File: src/hdl/pose_frame_receiver_macros.svh
// ----------------------------------------------------------------------------
// pose frame receiver assertion macros
// shared assertion wrappers, removed when SYNTH is defined
// ----------------------------------------------------------------------------
`ifndef POSE_FRAME_RECEIVER_MACROS_SVH
`define POSE_FRAME_RECEIVER_MACROS_SVH

`ifndef SYNTH
// checked outside reset only
`define PFR_ASSERT(label, prop, msg) \
    label: assert property (@(posedge aclk) disable iff (!aresetn) prop) else $error(msg);
// checked on every edge, reset included
`define PFR_ASSERT_ALWAYS(label, prop, msg) \
    label: assert property (@(posedge aclk) prop) else $error(msg);
`else
`define PFR_ASSERT(label, prop, msg)
`define PFR_ASSERT_ALWAYS(label, prop, msg)
`endif

`endif

File: src/hdl/pfr_pkg.sv
// ----------------------------------------------------------------------------
// pfr_pkg
// constants and types shared by the pose frame receiver
// ----------------------------------------------------------------------------
package pfr_pkg;

    // frame delimiters
    localparam logic [7:0] HDR_FIRST  = 8'h0D;
    localparam logic [7:0] HDR_SECOND = 8'h0A;
    localparam logic [7:0] TRL_FIRST  = 8'h0A;
    localparam logic [7:0] TRL_SECOND = 8'h0D;

    // payload geometry
    localparam int PAYLOAD_LEN  = 24;
    localparam int IDX_W        = $clog2(PAYLOAD_LEN);
    localparam int PAYLOAD_BITS = PAYLOAD_LEN * 8;
    localparam int WORD_BITS    = 32;

    localparam logic [IDX_W-1:0] IDX_LAST = IDX_W'(PAYLOAD_LEN - 1);

    // receive phase, one-hot
    typedef enum logic [4:0] {
        PH_HUNT    = 5'b00001,
        PH_HDR2    = 5'b00010,
        PH_PAYLOAD = 5'b00100,
        PH_TRL1    = 5'b01000,
        PH_TRL2    = 5'b10000
    } pfr_phase_t;

    // frame status from the deframer to the top level
    typedef struct packed {
        logic                    frame_ok;
        logic [PAYLOAD_BITS-1:0] payload;
    } pfr_frame_t;

endpackage

File: src/hdl/pfr_deframer.sv
// ----------------------------------------------------------------------------
// pfr_deframer
// phase tracking and payload capture for one byte per enabled cycle
// ----------------------------------------------------------------------------
`include "pose_frame_receiver_macros.svh"

module pfr_deframer
    import pfr_pkg::*;
(
    input  logic       aclk,
    input  logic       aresetn,
    input  logic       byte_en,
    input  logic [7:0] rx_byte,
    output pfr_frame_t frame
);

    pfr_phase_t              phase_reg, phase_next;
    logic [IDX_W-1:0]        idx_reg, idx_next;
    logic [PAYLOAD_BITS-1:0] payload_reg, payload_next;

    // next phase, payload index and payload
    always_comb begin
        phase_next   = phase_reg;
        idx_next     = idx_reg;
        payload_next = payload_reg;
        if (byte_en) begin
            unique case (phase_reg)
                PH_HUNT: begin
                    phase_next = (rx_byte == HDR_FIRST) ? PH_HDR2 : PH_HUNT;
                end
                PH_HDR2: begin
                    if (rx_byte == HDR_SECOND) begin
                        idx_next   = '0;
                        phase_next = PH_PAYLOAD;
                    end else if (rx_byte != HDR_FIRST) begin
                        phase_next = PH_HUNT;
                    end
                end
                PH_PAYLOAD: begin
                    // newest byte enters at the top, byte 0 ends at the bottom
                    payload_next = {rx_byte, payload_reg[PAYLOAD_BITS-1:8]};
                    if (idx_reg == IDX_LAST) begin
                        idx_next   = '0;
                        phase_next = PH_TRL1;
                    end else begin
                        idx_next = idx_reg + 1'b1;
                    end
                end
                PH_TRL1: begin
                    phase_next = (rx_byte == TRL_FIRST) ? PH_TRL2 : PH_HUNT;
                end
                PH_TRL2: begin
                    phase_next = PH_HUNT;
                end
                default: begin
                    phase_next = PH_HUNT;
                    idx_next   = '0;
                end
            endcase
        end
    end

    // control state
    always_ff @(posedge aclk) begin
        if (!aresetn) begin
            phase_reg <= PH_HUNT;
            idx_reg   <= '0;
        end else begin
            phase_reg <= phase_next;
            idx_reg   <= idx_next;
        end
    end

    // payload shift register
    always_ff @(posedge aclk) begin
        payload_reg <= payload_next;
    end

    // good frame on the closing trailer byte
    assign frame.frame_ok = byte_en && (phase_reg == PH_TRL2) && (rx_byte == TRL_SECOND);
    assign frame.payload  = payload_reg;

    `PFR_ASSERT(a_idx_only_in_payload, (idx_reg != '0) |-> (phase_reg == PH_PAYLOAD), "payload index set outside payload phase")
    `PFR_ASSERT(a_last_byte_to_trailer, (byte_en && phase_reg == PH_PAYLOAD && idx_reg == IDX_LAST) |=> (phase_reg == PH_TRL1 && idx_reg == '0), "last payload byte did not move to trailer")
    `PFR_ASSERT(a_idx_in_range, idx_reg <= IDX_LAST, "payload index out of range")

endmodule

File: src/hdl/pose_frame_receiver.sv
// ----------------------------------------------------------------------------
// pose_frame_receiver
// serial frame deframer: header 0D 0A, 24 payload bytes, trailer 0A 0D;
// a good frame yields six little-endian 32-bit pose words
// ----------------------------------------------------------------------------
//  channel  | ports                      | carries
//  ---------+----------------------------+---------------------------------
//  s_       | s_valid s_ready s_rx_byte  | one received serial byte
//  m_       | m_valid m_ready m_*_bits   | six pose words per good frame
//
//  one byte per cycle while the result register is not blocked: input register,
//  then phase update and result register; result valid once the closing byte
//  has passed the input register into the result register, and it can be taken as soon as it is valid
//  a full result register stalls the input register only while m_ready is low
//  aresetn (synchronous) returns to header hunt and empties both registers
// ----------------------------------------------------------------------------
`include "pose_frame_receiver_macros.svh"

module pose_frame_receiver
    import pfr_pkg::*;
(
    input  logic        aclk,
    input  logic        aresetn,
    input  logic        s_valid,
    output logic        s_ready,
    input  logic [7:0]  s_rx_byte,
    output logic        m_valid,
    input  logic        m_ready,
    output logic [31:0] m_yaw_bits,
    output logic [31:0] m_pitch_bits,
    output logic [31:0] m_roll_bits,
    output logic [31:0] m_x_bits,
    output logic [31:0] m_y_bits,
    output logic [31:0] m_rate_bits
);

    logic                    in_valid_reg, in_valid_next;
    logic [7:0]              in_byte_reg;
    logic                    out_valid_reg, out_valid_next;
    logic [PAYLOAD_BITS-1:0] out_payload_reg;
    logic                    advance;
    pfr_frame_t              frame;

    // stage moves whenever the result register is free or draining
    assign advance = !out_valid_reg || m_ready;
    assign s_ready = !in_valid_reg || advance;

    // input register
    assign in_valid_next = s_ready ? s_valid : in_valid_reg;

    always_ff @(posedge aclk) begin
        if (!aresetn) begin
            in_valid_reg <= 1'b0;
        end else begin
            in_valid_reg <= in_valid_next;
        end
    end

    always_ff @(posedge aclk) begin
        if (s_ready && s_valid) begin
            in_byte_reg <= s_rx_byte;
        end
    end

    // phase tracking and payload capture
    pfr_deframer u_deframer (
        .aclk    (aclk),
        .aresetn (aresetn),
        .byte_en (in_valid_reg && advance),
        .rx_byte (in_byte_reg),
        .frame   (frame)
    );

    // result register
    assign out_valid_next = advance ? frame.frame_ok : out_valid_reg;

    always_ff @(posedge aclk) begin
        if (!aresetn) begin
            out_valid_reg <= 1'b0;
        end else begin
            out_valid_reg <= out_valid_next;
        end
    end

    always_ff @(posedge aclk) begin
        if (advance && frame.frame_ok) begin
            out_payload_reg <= frame.payload;
        end
    end

    assign m_valid      = out_valid_reg;
    assign m_yaw_bits   = out_payload_reg[0*WORD_BITS +: WORD_BITS];
    assign m_pitch_bits = out_payload_reg[1*WORD_BITS +: WORD_BITS];
    assign m_roll_bits  = out_payload_reg[2*WORD_BITS +: WORD_BITS];
    assign m_x_bits     = out_payload_reg[3*WORD_BITS +: WORD_BITS];
    assign m_y_bits     = out_payload_reg[4*WORD_BITS +: WORD_BITS];
    assign m_rate_bits  = out_payload_reg[5*WORD_BITS +: WORD_BITS];

    `PFR_ASSERT(a_stall_needs_both_full, !s_ready |-> (in_valid_reg && out_valid_reg && !m_ready), "input stalled without a blocked result")
    `PFR_ASSERT(a_result_from_byte, $rose(out_valid_reg) |-> $past(in_valid_reg), "result appeared without a buffered byte")

endmodule

File: config.mk
export PLATFORM = sky130hd
export DESIGN_NAME = pose_frame_receiver
export DESIGN_NICKNAME = d
export VERILOG_FILES = /design/src/hdl/pfr_pkg.sv /design/src/hdl/pfr_deframer.sv /design/src/hdl/pose_frame_receiver.sv
export VERILOG_INCLUDE_DIRS = /design/src /design/src/hdl
export SDC_FILE = /design/constraint.sdc
export NUM_CORES = 1
export LEC_CHECK = 0
export BUFFER_PORTS_ARGS = -buffer_cell sky130_fd_sc_hd__buf_4
export CELL_PAD_IN_SITES_DETAIL_PLACEMENT = 1
export CELL_PAD_IN_SITES_GLOBAL_PLACEMENT = 1
export CORE_MARGIN = 2
export CORE_UTILIZATION = 45
export DETAILED_ROUTE_END_ITERATION = 10
export PLACE_DENSITY_LB_ADDON = 0.1
export REMOVE_ABC_BUFFERS = 1
export SYNTH_ARGS = -nofsm -noshare
export SYNTH_HDL_FRONTEND = slang
export SYNTH_SLANG_ARGS = --single-unit
File: constraint.sdc
create_clock -name aclk -period 37.9 [get_ports aclk]
set_input_delay 3.79 -clock aclk [delete_from_list [all_inputs] [get_ports aclk]]
set_output_delay 3.79 -clock aclk [all_outputs]
set_load 0.05 [all_outputs]
==> impl_metrics.yaml, run 1 <==
setup_path:
  worstPathArrival_ns: 4.48
  cp_startpoint_kind: "input port"
  critical_path.endpoint_type: "output port"
  cp_data_required_time_ns: 34.11
  r2r_cells: 5
  worst-setup-path-type: "in -> out"
  critical_path_peak_fanout: 5
clock_tree:
  clock_tree_root_buffer_cell: "sky130_fd_sc_hd__clkbuf_16"
  htreeDepth: 2
  cts_resized: 0
  worst_setup_hold_path_clk_slew_ns: 0.06
  max-clock-path-buffers: 3
  cts_tree: "built"
  hold_buf_count_cts: 0
  clk_latency_ns: 0.52
  clkSinkCount: 404
  cts.repair_timing.setup_buffer_count: 0
  cts_made_buffers: 41
yosys:
  synth_seq_cells: 404
  synth_largest_area_cell: "sky130_fd_sc_hd__edfxtp_1"
  synth.cell_area_mm2: 0.0125
  post_synth_inst_count: 479
  syn_avg_cell_area_um2: 26.2
  yosys_warnings: 0
  yosysTopAreaCellShare_pct: 94.0
  yosys-top-cells-area: "sky130_fd_sc_hd__edfxtp_1 94%, sky130_fd_sc_hd__dfxtp_1 1.9%, sky130_fd_sc_hd__a21boi_0 0.30%"
  async_reset_ff_share_pct: 0
  sequential_element_share_of_the_synthesized_area_pct: 95.9
  netlist-cell-type-count: 43
  synth_enable_flop_cells: 392
  synthFlopType: "sky130_fd_sc_hd__edfxtp_1"
power:
  worst_ir_drop_vdd_uv: 32.2
  power_density_mw_per_mm2: 56.3
  total_leakage_power_nw: 5.47
sta:
  timing_hold_violations_final: 0
  min_period_ns: 8.27
  worst_pin_slew_ns: 1.30
  slew_violations: 0
  final_min_period_over_clock_period_pct: 21.8
  skew_ns: 0.0186
  fin_tns_setup_ns: 0
  fmax_ghz: 0.121
  max_slew_margin_pct: 13.2
  count_of_final_setup_violators: 0
  unrepaired_setup_endpoints_after_global_routing: "no"
global_routing:
  track_usage_pct: 14.8
  grt_overflow_total: 0
  grt_start_max_net_pins: 193
  grt_pass1_vias: 5686
  wire_length_of_the_first_global_routing_pass_mm: 32.6
  grt_antenna_before_repair: 0
drt:
  drt_drc_violations_left: 0
  routed_via_density: 4.73
  drt-wirelength-per-cell_um: 18.9
  detail_route.first_pass.iterations: 4
  routed-via-count: 5387
  postRouteAntennaNets: 0
  drt-total-wl_mm: 21.6
  drt_iter0_markers: 395
die:
  start_util_pct: 45.3
  rows: 61
  floorplan.die.width_um: 171
  core_mm2: 0.0276
  top_level_ports: 206
  fp.dieH_um: 171
  die_area_mm2: 0.0292
final_layout:
  final_nets: 743
  antenna_cells_inserted: 0
  layout-area-overhead-vs-synth_pct: 27.7
  layout.core_utilization_pct: 57.9
  fill_cells: 2379
  drive_gt1_share_pct: 36.5
place:
  placement.io_buffers: 205
  place.gp.congestion: 0.766
  dpl.hpwl_mm: 13.3
run_status:
  status: "finished, final reports clean"
flow_run:
  max-cap-violations: 0
hold_path:
  holdPathStages: 0
  holdCritPathClass: "reg -> reg"
[critical path, cell delays in order]
cell,delay (ns)
sky130_fd_sc_hd__buf_4,0.11
sky130_fd_sc_hd__nor2b_1,0.27
sky130_fd_sc_hd__nand2_1,0.11
sky130_fd_sc_hd__buf_4,0.20
[synthesized netlist by cell type (all sizes together), types with 2 or more instances]
master	number
a21boi	6
and2	2
and3b	2
dfxtp	12
edfxtp	392
nand2	11
nand2b	5
nand3	4
nand3b	2
nor2	3
nor2b	4
nor4	3
o21ai	5
o22ai	3
or3	2
[final timing paths]
path                                           startpoint                          end  slack, ns
worst max-delay path                              m_ready                      s_ready      29.63
worst min-delay path            u_deframer.payload_reg[0]           out_payload_reg[0]       0.42
worst max register to register    u_deframer.phase_reg[4]  u_deframer.payload_reg[113]      34.74
worst min register to register  u_deframer.payload_reg[0]           out_payload_reg[0]       0.42
[metal layers]
layer,part of all wire (%),vias to the layer above,track usage [%],wire [µm]
met4,2.6,0,5.05,552
li1,-,2446,-,-
met5,0,-,0,0
met2,49,174,24.2,10700
met1,40,2720,18.6,8670
met3,7.8,47,4.95,1690
[power breakdown]
part | switching, mW | internal, mW | total, mW
Sequential | 0.000800 | 0.483 | 0.484
Combinational | 0.00116 | 0.00118 | 0.00234
Clock | 0.158 | 0.256 | 0.414
[layout by cell type, fill, tap and decap left out, types with 3 or more instances in the layout]
master	count
sky130_fd_sc_hd__edfxtp_1	392
sky130_fd_sc_hd__buf_4	208
sky130_fd_sc_hd__clkbuf_16	43
sky130_fd_sc_hd__dfxtp_1	12
sky130_fd_sc_hd__nand2_1	10
sky130_fd_sc_hd__bufinv_16	7
sky130_fd_sc_hd__clkinv_1	7
sky130_fd_sc_hd__clkinv_2	7
sky130_fd_sc_hd__clkbuf_1	6
sky130_fd_sc_hd__nand2b_1	5
sky130_fd_sc_hd__a21boi_0	5
sky130_fd_sc_hd__nor2b_1	4
sky130_fd_sc_hd__nand3_1	4
sky130_fd_sc_hd__o21ai_0	4
sky130_fd_sc_hd__o22ai_1	3
[kinds of logic (layout without fill, tap and decap cells)]
logic type               after synthesis  count (layout)  share of synthesized area [%]
multiplexers                           1               1                         0.0799
AO/OA/AOI/OAI                         23              23                           1.39
adder cells (fa/ha/maj)                1               1                         0.0999
XOR/XNOR                               1               1                         0.0699
flip-flops                           404             404                           95.9
AND/OR/NAND/NOR                       47              47                           2.43
buffers and inverters                  2             284                         0.0599
[layout make-up]
cell class | count | area [µm²] | area share (%)
flip-flops and latches | 404 | 12000 | 75.1
clock inverters | 24 | 295 | 1.85
inverters | 1 | 3.75 | 0.0235
repair buffers | 209 | 1580 | 9.88
well taps | 378 | 473 | 2.96
multi-input cells | 73 | 523 | 3.27
clock buffers | 50 | 1110 | 6.95
[per-stage QoR]
stage	total power [mW]	hold WS (ns)	cell area (µm²)	worst slack, ns	std cells
3_3_place_gp	0.496	0.401	14600	29.67	1065
5_1_grt	0.928	0.426	16000	29.56	1139
3_5_place_dp	0.496	0.408	14600	29.63	1065
4_1_cts	0.912	0.422	16000	29.62	1139
6_report	0.900	0.420	16000	29.63	1139
2_1_floorplan	0.494	0.400	12500	14.30	478
No activity file was read; power rests on OpenSTA's default activity.
==> inputs of run 2 (changes only) <==
--- a/config.mk
+++ b/config.mk
@@ -10,7 +10,7 @@
 export CELL_PAD_IN_SITES_DETAIL_PLACEMENT = 1
 export CELL_PAD_IN_SITES_GLOBAL_PLACEMENT = 1
 export CORE_MARGIN = 2
-export CORE_UTILIZATION = 45
+export CORE_UTILIZATION = 44
 export DETAILED_ROUTE_END_ITERATION = 10
 export PLACE_DENSITY_LB_ADDON = 0.1
 export REMOVE_ABC_BUFFERS = 1
==> constraint.sdc (replaced) <==
create_clock -name aclk -period 6.9 [get_ports aclk]
set_input_delay 0.69 -clock aclk [delete_from_list [all_inputs] [get_ports aclk]]
set_output_delay 0.69 -clock aclk [all_outputs]
set_load 0.05 [all_outputs]
==> run 2 against run 1 <==
Sequential share of layout area up 1.0 points. Core utilization down 1.4 points. Register-to-register slack worse by 31 ns. Largest cell class unchanged. Highest routed layer unchanged.
==> impl_metrics.yaml, run 2 (synthesis results as in run 1) <==
die:
  core_mm2: 0.0279
  die_area_mm2: 0.0298
  fp.dieH_um: 173
  start_util_pct: 44.8
  top_level_ports: 206
  rows: 61
  floorplan.die.width_um: 173
setup_path:
  worstReg2RegStart: "in_byte_reg[5]"
  cp_data_required_time_ns: 7.01
  crit_family: "simple AND/OR/NAND/NOR gates"
  cp_cell_sequence: "nor4_4 -> nand3_1 -> nor4_2 -> buf_12"
  timing.critical_path.slowest_cell_delay_ns: 0.55
  crit_buf_inv: 1
  cp_startpoint_kind: "flop"
  worst-setup-path-type: "reg -> reg"
  worstPathArrival_ns: 2.90
  critical_path_peak_fanout: 192
  worst_setup_path_startpoint: "in_byte_reg[5]"
  critical_path.endpoint_type: "flop"
  cpMaxStageDelayCell: "sky130_fd_sc_hd__buf_12"
clock_tree:
  clkSinkCount: 404
  htreeDepth: 2
  max-clock-path-buffers: 3
  clock_tree_root_buffer_cell: "sky130_fd_sc_hd__clkbuf_16"
  cts_resized: 0
  hold_buf_count_cts: 0
  clk_latency_ns: 0.51
  cts.repair_timing.setup_buffer_count: 0
  cts_made_buffers: 40
  worst_setup_hold_path_clk_slew_ns: 0.06
  cts_tree: "built"
global_routing:
  grt_overflow_total: 0
  track_usage_pct: 14.5
  grt_start_max_net_pins: 193
  wire_length_of_the_first_global_routing_pass_mm: 33.5
  grt_pass1_vias: 5833
  grt_antenna_before_repair: 0
flow_run:
  max-cap-violations: 0
sta:
  min_period_ns: 2.78
  worst_pin_slew_ns: 1.33
  fmax_ghz: 0.359
  unrepaired_setup_endpoints_after_global_routing: "no"
  final_critical_path_setup_slack_ns: 4.12
  fin_tns_setup_ns: 0
  skew_ns: 0.0151
  final_min_period_over_clock_period_pct: 40.3
  max_slew_margin_pct: 11.5
  timing_hold_violations_final: 0
  count_of_final_setup_violators: 0
  slew_violations: 0
power:
  cellInternalPower_mw: 3.79
  combinationalPowerShare_pct: 0.3
  power.clock.fraction_pct: 42.4
  power_switching_uw: 842
  total_leakage_power_nw: 5.37
  seq_power_share_pct: 57.4
  power_density_mw_per_mm2: 294
  switch_share_pct: 18.2
  power.total_mw: 4.63
  worst_ir_drop_vdd_uv: 182
final_layout:
  layout-area-overhead-vs-synth_pct: 26.0
  drive_gt1_share_pct: 35.5
  design_area_final_mm2: 0.0158
  final_nets: 740
  antenna_cells_inserted: 0
  fin_cells: 1133
  layout_common_cells: "392 x sky130_fd_sc_hd__edfxtp_1, 205 x sky130_fd_sc_hd__buf_4, 41 x sky130_fd_sc_hd__clkbuf_16"
  fill_cells: 2444
  final_common_cell: "sky130_fd_sc_hd__edfxtp_1"
drt:
  drt-total-wl_mm: 21.6
  drt_iter0_markers: 379
  detail_route.first_pass.iterations: 4
  routed_via_density: 4.77
  postRouteAntennaNets: 0
  drt-wirelength-per-cell_um: 19.1
  routed-via-count: 5403
  drt_drc_violations_left: 0
place:
  post_dp_cell_area_mm2: 0.0146
  placement.io_buffers: 205
  dpl.hpwl_mm: 13.0
  dpl.cell_count: 1063
  place.gp.congestion: 0.777
  pre_cts_slack_ns: 3.96
hold_path:
  holdCritPathClass: "in -> reg"
  min-delay-start: "s_rx_byte[6]"
run_status:
  status: "finished, final reports clean"
## run 2: cell types whose count changed in the layout (fill, tap and decap cells not counted)
cell / delta
sky130_fd_sc_hd__clkinv_1: +3
sky130_fd_sc_hd__clkinvlp_4: -1
sky130_fd_sc_hd__bufinv_16: -6
sky130_fd_sc_hd__clkbuf_16: -2
sky130_fd_sc_hd__buf_4: -3
sky130_fd_sc_hd__buf_12: +1
sky130_fd_sc_hd__clkbuf_1: +1
sky130_fd_sc_hd__clkinv_2: +1
## run 2: power by group through the flow
stage | logic (mW) | registers [mW] | clock network [mW]
CTS | 0.0129 | 2.66 | 2.03
floorplan | 0.00531 | 2.71 | 0
global placement | 0.0121 | 2.71 | 0
detailed placement | 0.0128 | 2.71 | 0
global route | 0.0138 | 2.66 | 2.12
finish | 0.0127 | 2.66 | 1.96
## run 2: stage by stage
step,hold slack [ns],utilization (%)
after floorplan,0.400,-
after global placement,0.400,52.2
after detailed placement,0.406,52.2
after CTS,0.332,56.5
after global routing,0.328,56.5
final,0.354,56.5
## run 2: layout make-up
class,instances,area [µm²],area share (%)
clock buffer,49,1070,6.76
clock inverter,21,124,0.785
sequential,404,12000,76.1
tap,378,473,3.00
multi-input combinational,73,523,3.31
timing repair buffer,207,1580,10.0
inverter,1,3.75,0.0238
## run 2: layer usage
layer / global-route usage (%) / up-vias / routed length, µm
met5: 0 / - / 0
met4: 4.13 / 0 / 358
met3: 4.68 / 29 / 1600
met2: 24.2 / 179 / 10900
met1: 18.2 / 2762 / 8760
li1: - / 2433 / -
## run 2: final timing paths
path	to	slack, ns	depth (start not counted)
hold reg to reg	out_payload_reg[1]	0.42	0
setup / recovery	out_payload_reg[120]	4.12	4
hold / removal	in_byte_reg[6]	0.35	1
setup reg to reg	out_payload_reg[120]	4.12	4
## run 2: worst reg2reg max path: cells and delay by family, from the launching register on
kind,cells,cell delay [ns]
DFF,1,0.43
and+or+nand+nor,3,0.96
buffers and inverters,1,0.55
